`src/hdl/kdpc_pkg.sv`:
```
// Shared types and constants for the keypad debounce and press control block.
package kdpc_pkg;

  // Field widths fixed by the word formats
  localparam int TIME_W   = 32;
  localparam int LEVEL_W  = 10;
  localparam int KEY_IDX_W = 4;
  localparam int CFG_W    = 16;
  localparam int CFG_IDX_W = 1;

  // Register indexes
  localparam logic [CFG_IDX_W-1:0] CFG_DEBOUNCE = 1'd0;
  localparam logic [CFG_IDX_W-1:0] CFG_BLINK    = 1'd1;

  // Register reset values
  localparam logic [CFG_W-1:0] DEBOUNCE_RESET = 16'd50;
  localparam logic [CFG_W-1:0] BLINK_RESET    = 16'd150;

  // Input word kinds
  localparam logic KIND_SAMPLE  = 1'b0;
  localparam logic KIND_CAPTURE = 1'b1;

  // Action codes
  localparam logic [1:0] ACT_NONE  = 2'd0;
  localparam logic [1:0] ACT_START = 2'd1;
  localparam logic [1:0] ACT_STOP  = 2'd2;

  typedef struct packed {
    logic               kind;
    logic [TIME_W-1:0]  now_ms;
    logic [LEVEL_W-1:0] levels;
    logic               playing;
  } in_word_t;

  typedef struct packed {
    logic [LEVEL_W-1:0]   pressed_mask;
    logic [KEY_IDX_W-1:0] press_key;
    logic [1:0]           action;
    logic                 led;
  } out_word_t;

  // Step request from the top level to the key bank
  typedef struct packed {
    logic               go;
    logic               capture;
    logic [TIME_W-1:0]  now_ms;
    logic [LEVEL_W-1:0] levels;
  } kdpc_step_t;

  // Press report from the key bank
  typedef struct packed {
    logic                 found;
    logic [KEY_IDX_W-1:0] first;
    logic [LEVEL_W-1:0]   mask;
  } kdpc_press_t;

endpackage

```
`src/hdl/keypad_debounce_press_control.sv`:
```
// Top level: handshake stages, configuration registers, status LED and action decode.
//
// Takes one sample word per cycle unless stalled and returns one result word per
// sample. A word is held in the input register, then the key bank and LED logic
// resolve it into the output register. Both stages advance together, so samples
// flow back to back until the result side stalls; a stalled result holds the output
// register while the input register still takes one more word. A capture word
// reloads all key levels and timers and drives the LED off. Timers compare 32-bit
// millisecond stamps modulo 2^32 against the 16-bit debounce and blink registers,
// which the user must write only while no word is in flight; it is not checked.
module keypad_debounce_press_control import kdpc_pkg::*; #(
  parameter int NUM_KEYS = 10
) (
  input  logic                 clk,
  input  logic                 rst_n,
  input  logic                 cfg_we,
  input  logic [CFG_IDX_W-1:0] cfg_index,
  input  logic [CFG_W-1:0]     cfg_wdata,
  input  logic                 in_valid,
  output logic                 in_stall,
  input  in_word_t             in_word,
  output logic                 out_valid,
  input  logic                 out_stall,
  output out_word_t            out_word
);

  logic [CFG_W-1:0]  debounce_r;
  logic [CFG_W-1:0]  blink_r;
  logic              in_valid_r;
  in_word_t          in_word_r;
  logic              out_valid_r;
  out_word_t         out_word_r, out_word_nxt;
  logic              led_r, led_nxt;
  logic [TIME_W-1:0] ltime_r, ltime_nxt;
  logic              out_free;
  logic              advance;
  logic              capture;
  kdpc_step_t        step;
  kdpc_press_t       press;

  // Stage handshake
  assign out_free  = !out_valid_r || !out_stall;
  assign advance   = in_valid_r && out_free;
  assign in_stall  = in_valid_r && !out_free;
  assign out_valid = out_valid_r;
  assign out_word  = out_word_r;
  assign capture   = in_word_r.kind == KIND_CAPTURE;

  // Write configuration registers
  always_ff @(posedge clk) begin
    if (!rst_n) begin
      debounce_r <= DEBOUNCE_RESET;
      blink_r    <= BLINK_RESET;
    end else if (cfg_we) begin
      unique case (cfg_index)
        CFG_DEBOUNCE: debounce_r <= cfg_wdata;
        CFG_BLINK:    blink_r    <= cfg_wdata;
        default: ;
      endcase
    end
  end

  // Capture the incoming word
  always_ff @(posedge clk) begin
    if (!rst_n) begin
      in_valid_r <= 1'b0;
    end else if (!in_stall) begin
      in_valid_r <= in_valid;
    end
  end

  always_ff @(posedge clk) begin
    if (in_valid && !in_stall) begin
      in_word_r <= in_word;
    end
  end

  // Drive the key bank
  assign step.go      = advance;
  assign step.capture = capture;
  assign step.now_ms  = in_word_r.now_ms;
  assign step.levels  = in_word_r.levels;

  kdpc_keys #(
    .NUM_KEYS(NUM_KEYS)
  ) u_keys (
    .clk     (clk),
    .rst_n   (rst_n),
    .hold_ms (debounce_r),
    .step    (step),
    .press   (press)
  );

  // Advance the LED blink and build the result word
  always_comb begin
    led_nxt      = led_r;
    ltime_nxt    = ltime_r;
    out_word_nxt = '0;
    if (advance) begin
      if (capture) begin
        led_nxt = 1'b0;
      end else if (!in_word_r.playing) begin
        led_nxt = 1'b0;
      end else if ((in_word_r.now_ms - ltime_r) >=
                   {{(TIME_W-CFG_W){1'b0}}, blink_r}) begin
        led_nxt   = ~led_r;
        ltime_nxt = in_word_r.now_ms;
      end
    end
    if (!capture) begin
      out_word_nxt.pressed_mask = press.mask;
      out_word_nxt.press_key    = press.first;
      if (press.found) begin
        out_word_nxt.action = in_word_r.playing ? ACT_STOP : ACT_START;
      end else begin
        out_word_nxt.action = ACT_NONE;
      end
      out_word_nxt.led = led_nxt;
    end
  end

  // Hold LED state
  always_ff @(posedge clk) begin
    if (!rst_n) begin
      led_r   <= 1'b0;
      ltime_r <= '0;
    end else begin
      led_r   <= led_nxt;
      ltime_r <= ltime_nxt;
    end
  end

  // Output register
  always_ff @(posedge clk) begin
    if (!rst_n) begin
      out_valid_r <= 1'b0;
    end else if (out_free) begin
      out_valid_r <= in_valid_r;
    end
  end

  always_ff @(posedge clk) begin
    if (advance) begin
      out_word_r <= out_word_nxt;
    end
  end

endmodule

```
`src/hdl/kdpc_keys.sv`:
```
// Key bank: per-key raw/stable level tracking, debounce timers and press encoding.
module kdpc_keys import kdpc_pkg::*; #(
  parameter int NUM_KEYS = 10
) (
  input  logic              clk,
  input  logic              rst_n,
  input  logic [CFG_W-1:0]  hold_ms,
  input  kdpc_step_t        step,
  output kdpc_press_t       press
);

  logic [NUM_KEYS-1:0] raw_r,    raw_nxt;
  logic [NUM_KEYS-1:0] stable_r, stable_nxt;
  logic [TIME_W-1:0]   ctime_r  [NUM_KEYS];
  logic [TIME_W-1:0]   ctime_nxt[NUM_KEYS];
  logic [NUM_KEYS-1:0] lvl;
  logic [NUM_KEYS-1:0] hit;

  // Extend sampled levels; keys past the field read as pressed
  for (genvar k = 0; k < NUM_KEYS; k++) begin : g_lvl
    if (k < LEVEL_W) begin : g_in
      assign lvl[k] = step.levels[k];
    end else begin : g_out
      assign lvl[k] = 1'b0;
    end
  end

  // Per-key timer check and stable update, all keys in parallel
  for (genvar k = 0; k < NUM_KEYS; k++) begin : g_key
    logic              moved;
    logic [TIME_W-1:0] held;
    logic              settle;

    assign moved  = lvl[k] != raw_r[k];
    assign held   = moved ? '0 : step.now_ms - ctime_r[k];
    assign settle = (held >= {{(TIME_W-CFG_W){1'b0}}, hold_ms}) &&
                    (lvl[k] != stable_r[k]);

    always_comb begin
      raw_nxt[k]    = raw_r[k];
      stable_nxt[k] = stable_r[k];
      ctime_nxt[k]  = ctime_r[k];
      hit[k]        = 1'b0;
      if (step.go) begin
        if (step.capture) begin
          raw_nxt[k]    = lvl[k];
          stable_nxt[k] = lvl[k];
          ctime_nxt[k]  = step.now_ms;
        end else begin
          raw_nxt[k] = lvl[k];
          if (moved) begin
            ctime_nxt[k] = step.now_ms;
          end
          if (settle) begin
            stable_nxt[k] = lvl[k];
            hit[k]        = ~lvl[k];
          end
        end
      end
    end
  end

  // Hold key state
  always_ff @(posedge clk) begin
    if (!rst_n) begin
      raw_r    <= '1;
      stable_r <= '1;
      for (int k = 0; k < NUM_KEYS; k++) begin
        ctime_r[k] <= '0;
      end
    end else begin
      raw_r    <= raw_nxt;
      stable_r <= stable_nxt;
      for (int k = 0; k < NUM_KEYS; k++) begin
        ctime_r[k] <= ctime_nxt[k];
      end
    end
  end

  // Pick the lowest-index press
  always_comb begin
    press.found = |hit;
    press.first = '0;
    for (int k = NUM_KEYS - 1; k >= 0; k--) begin
      if (hit[k]) begin
        press.first = KEY_IDX_W'(k);
      end
    end
  end

  // Report presses that fit the mask field
  for (genvar b = 0; b < LEVEL_W; b++) begin : g_mask
    if (b < NUM_KEYS) begin : g_in
      assign press.mask[b] = hit[b];
    end else begin : g_out
      assign press.mask[b] = 1'b0;
    end
  end

endmodule

```
`config.mk`:
```
export PLATFORM = sky130hd
export DESIGN_NAME = keypad_debounce_press_control
export DESIGN_NICKNAME = d
export VERILOG_FILES = /design/src/hdl/kdpc_pkg.sv /design/src/hdl/keypad_debounce_press_control.sv /design/src/hdl/kdpc_keys.sv
export SDC_FILE = /design/constraint.sdc
export NUM_CORES = 2
export LEC_CHECK = 0
export ABC_AREA = 1
export BUFFER_PORTS_ARGS = -buffer_cell sky130_fd_sc_hd__buf_4
export CAP_MARGIN = 40
export CORE_UTILIZATION = 23
export CTS_CLUSTER_DIAMETER = 30
export DETAILED_ROUTE_END_ITERATION = 8
export PLACE_DENSITY = 0.39
export SETUP_SLACK_MARGIN = 0.02
export SLEW_MARGIN = 20
export SYNTH_ARGS = -nofsm -noshare
export SYNTH_HDL_FRONTEND = slang
export SYNTH_SLANG_ARGS = --single-unit
```
`constraint.sdc`:
```
create_clock -name clk -period 9.6 [get_ports clk]
set_clock_uncertainty 0.05 [all_clocks]
set_input_delay 0.96 -clock clk [delete_from_list [all_inputs] [get_ports clk]]
set_output_delay 0.96 -clock clk [all_outputs]
set_load 0.005 [all_outputs]
```
==> impl_metrics.csv <==
group,metric,value,unit
status,outcome,"complete, no violations",
yosys,synth_top_area_share,18.8,%
route,wirelength,180000,um
critical_path,cp_data_required_time,10.06,ns
route,num_vias,45200,
yosys,ys_seq_area_share,23.0,%
clocking,postCtsResizedCells,0,
job,maxCapViolCount,0,
die,dieArea,190000,um^2
route,detail-route-antenna-nets,0,
place,io_buffer_count,84,
global_route,grt_max_degree,79,
die,rows,158,
yosys,synth_fa_ha_area_share,15.4,%
clocking,post_cts_buffers,0,
hold_path,whs_path_depth,1,
yosys,synth_seq_cells,468,
sta,rsz0062_at_grt,"false",
yosys,yosys-mux-area-fraction,0,%
layout,nets,7709,
die,die-height,436,um
critical_path,rr_worst_depth,26,
sta,setup-violations-final,0,
layout,final_util,28.3,%
global_route,overflow,0,
clocking,cts_buffers,157,
critical_path,path_buf_inv,3,
sta,fin_ws,4.90,ns
yosys,dominantRegCellSynth,"dfxtp_1",
yosys,synth_area_per_cell,6.22,um^2
route,route.detailed.drc,0,
clocking,cts.path.max_buffers,3,
yosys,synth-xor-area-share,1.96,%
critical_path,cp.depth,26,
yosys,synthesis.area,43400,um^2
clocking,root_buffer,"clkbuf_16",
yosys,synth_largest_area_cell,"dfxtp_1",
yosys,syn_inst,6967,
global_route,grt_pass1_wl,269000,um
power_and_ir_drop,power.density,194,nW/um^2
die,die_w,436,um
power_and_ir_drop,peakVddDrop,0.000123,V
clocking,clk_pin_slew_worst_paths,0.04,ns
yosys,synth_warnings,0,
critical_path,timing.critical_path.mode_cell,"nand2_1",
clocking,ctsHoldBuffers,0,
global_route,grt.total_usage,18.6,%
critical_path,cp-end-kind,"flop",
critical_path,slowest_delay,0.48,ns
route,drt_iter0_markers,2633,
clocking,cts_tree,"done",
power_and_ir_drop,p_leak,24.2,nW
layout,layout-drive-gt1-share,6.68,%
sta,holdWs,0.301,ns
die,coreArea,186000,um^2
yosys,synthTopCellsByArea,"dfxtp_1, ha_1, nand2_1",
place,place_inst,9434,
yosys,synth-edff-count,61,
yosys,synth_fp_nets,7561,
critical_path,cp_max_fo,12,
critical_path,cpMaxStageDelayCell,"inv_1",
sta,max-slew-margin-rel,45.8,%
sta,slew_viol_final,0,
die,initial_core_util,23.3,%
critical_path,cp.arrival,5.16,ns
sta,worst_slew_pin_slew,0.813,ns
place,dp.final_hpwl,130000,um
sta,post-route-period-util,48.9,%
sta,fmax,0.213,GHz
sta,final_hold_viol_count,0,
critical_path,startpoint_type,"flop",
global_route,grt_pass1_vias,43200,
sta,fin_crit,4.70,ns
layout,n_fill_cell,20700,
yosys,async_flop_share,0,%
route,drtPass1Iterations,5,
critical_path,critPathTopFamily,"compound AO/OA/AOI/OAI gates",
yosys,synth_top_family_by_area,"simple AND/OR/NAND/NOR gates",
critical_path,criticalPathCategory,"flop to flop",
route,avgRoutedWirePerCell,18.5,um
clocking,h-tree-depth,4,
clocking,clk_latency,0.80,ns
clocking,cts_sinks,468,
layout,multi_input_area,29000,um^2
layout,finalNonFillerCells,9734,
sta,timing.setup.tns,0,ns
yosys,yosysUniqueCellTypes,52,
layout,final-seq-area,9980,um^2
die,io_pins,85,
yosys,synth-simple-area-share,27.6,%
place,gp_congestion,0.893,
hold_path,hp-class,"primary input to flop",
place,place_ws,4.79,ns
layout,area_growth,21.6,%
route,viasPerCell,4.64,
global_route,antenna_found_initial,11,
yosys,synth_compound_area_share,21.5,%
==> cells in the mapped netlist (4+ instances only) <==
cell type	number
ha_1	517
nand3_1	347
a21o_1	30
nor4_1	14
nor3_1	95
a211o_1	6
xor2_1	40
and2_1	5
nor2_1	692
o211ai_1	24
buf_6	6
nand2_1	1608
a21oi_1	905
a211oi_1	12
o21ai_2	4
a21boi_0	16
edfxtp_1	61
nand3b_1	56
clkbuf_1	160
or2_2	23
o21bai_1	21
buf_1	11
a31oi_1	10
nand4_1	52
clkinv_1	5
o221ai_1	4
o21ai_1	22
fa_1	11
inv_1	1009
xnor2_1	57
o21ai_0	671
dfxtp_1	407
o21a_1	34
==> sequential cells by signal (all words and copies together) (netlist names) <==
name and count:
u_keys.raw_r 10, debounce_r 16, u_keys.stable_r 10, out_valid 1
u_keys.ctime_r 320, blink_r 16, led_r 1, in_word_r 43
capture 1, in_valid_r 1, ltime_r 32, out_word 17
==> logic make-up after synthesis <==
kind of cell             Yosys count
flip-flops                       468
XOR/XNOR                          97
AND/OR/NAND/NOR                 2907
buffers and inverters           1194
AO/OA/AOI/OAI                   1773
adder cells (fa/ha/maj)          528
==> through the flow <==
step | power, mW | instance area, um^2
CTS | 10.4 | 52700
finish | 10.2 | 52700
global route | 10.9 | 52700
global placement | 5.19 | 47000
floorplan | 4.30 | 43400
detailed placement | 5.21 | 47300
==> power by group <==
| group | switching [mW] | internal [mW] |
|---|---|---|
| Clock | 1.52 | 3.55 |
| Sequential | 0.0516 | 2.14 |
| Combinational | 1.98 | 1.01 |
==> worst register-to-register path, delay by kind of cell (launching register included) <==
kind	cells	cell delay (ns)
AO/OA/AOI/OAI	9	1.32
AND/OR/NAND/NOR	11	1.20
adder cells (fa/ha/maj)	3	0.85
buffers and inverters	3	0.58
flip-flops	1	0.39
==> layout make-up <==
type,instances,share of cell area [%]
clock buffers,227,8.75
inverters,1016,7.23
flip-flops and latches,468,18.9
well taps,2480,5.88
diodes,4,0.0190
clock inverters,67,1.45
multi-input cells,5305,54.9
repair buffers,167,2.84
==> layout by cell type, fill, tap and decap left out, types with 12 or more instances in the layout <==
cell | synthesis | routed
clkbuf_8 | 0 | 36
xor2_1 | 40 | 40
nor4_1 | 14 | 14
nand2_1 | 1608 | 1598
a21oi_1 | 905 | 905
dfxtp_1 | 407 | 407
o21ai_0 | 671 | 671
nand4_1 | 52 | 52
a211oi_1 | 12 | 12
o21a_1 | 34 | 34
o21ai_1 | 22 | 22
o21bai_1 | 21 | 21
xnor2_1 | 57 | 48
ha_1 | 517 | 517
o211ai_1 | 24 | 24
clkinv_2 | 0 | 38
clkbuf_16 | 0 | 160
inv_1 | 1009 | 1007
nand3b_1 | 56 | 56
edfxtp_1 | 61 | 61
nand3_1 | 347 | 347
clkbuf_1 | 160 | 31
nor3_1 | 95 | 95
nor2_1 | 692 | 691
or2_2 | 23 | 23
buf_4 | 0 | 151
a21o_1 | 30 | 30
a21boi_0 | 16 | 16
==> metal layers <==
metal	global-route usage (%)	share of wire, %
met3	2.47	3.5
met1	22.8	44
met4	8.05	4.4
met5	0	0
met2	32.4	48
==> final timing paths <==
kind | start | slack (ns) | endpoint
hold / removal | in_word[6] | 0.30 | in_word_r[6]
hold reg to reg | debounce_r[8] | 0.40 | debounce_r[8]
setup / recovery | in_word_r[11] | 4.90 | out_word[1]
setup reg to reg | in_word_r[11] | 4.90 | out_word[1]
Note: power is estimated with default switching activity, not from simulation.
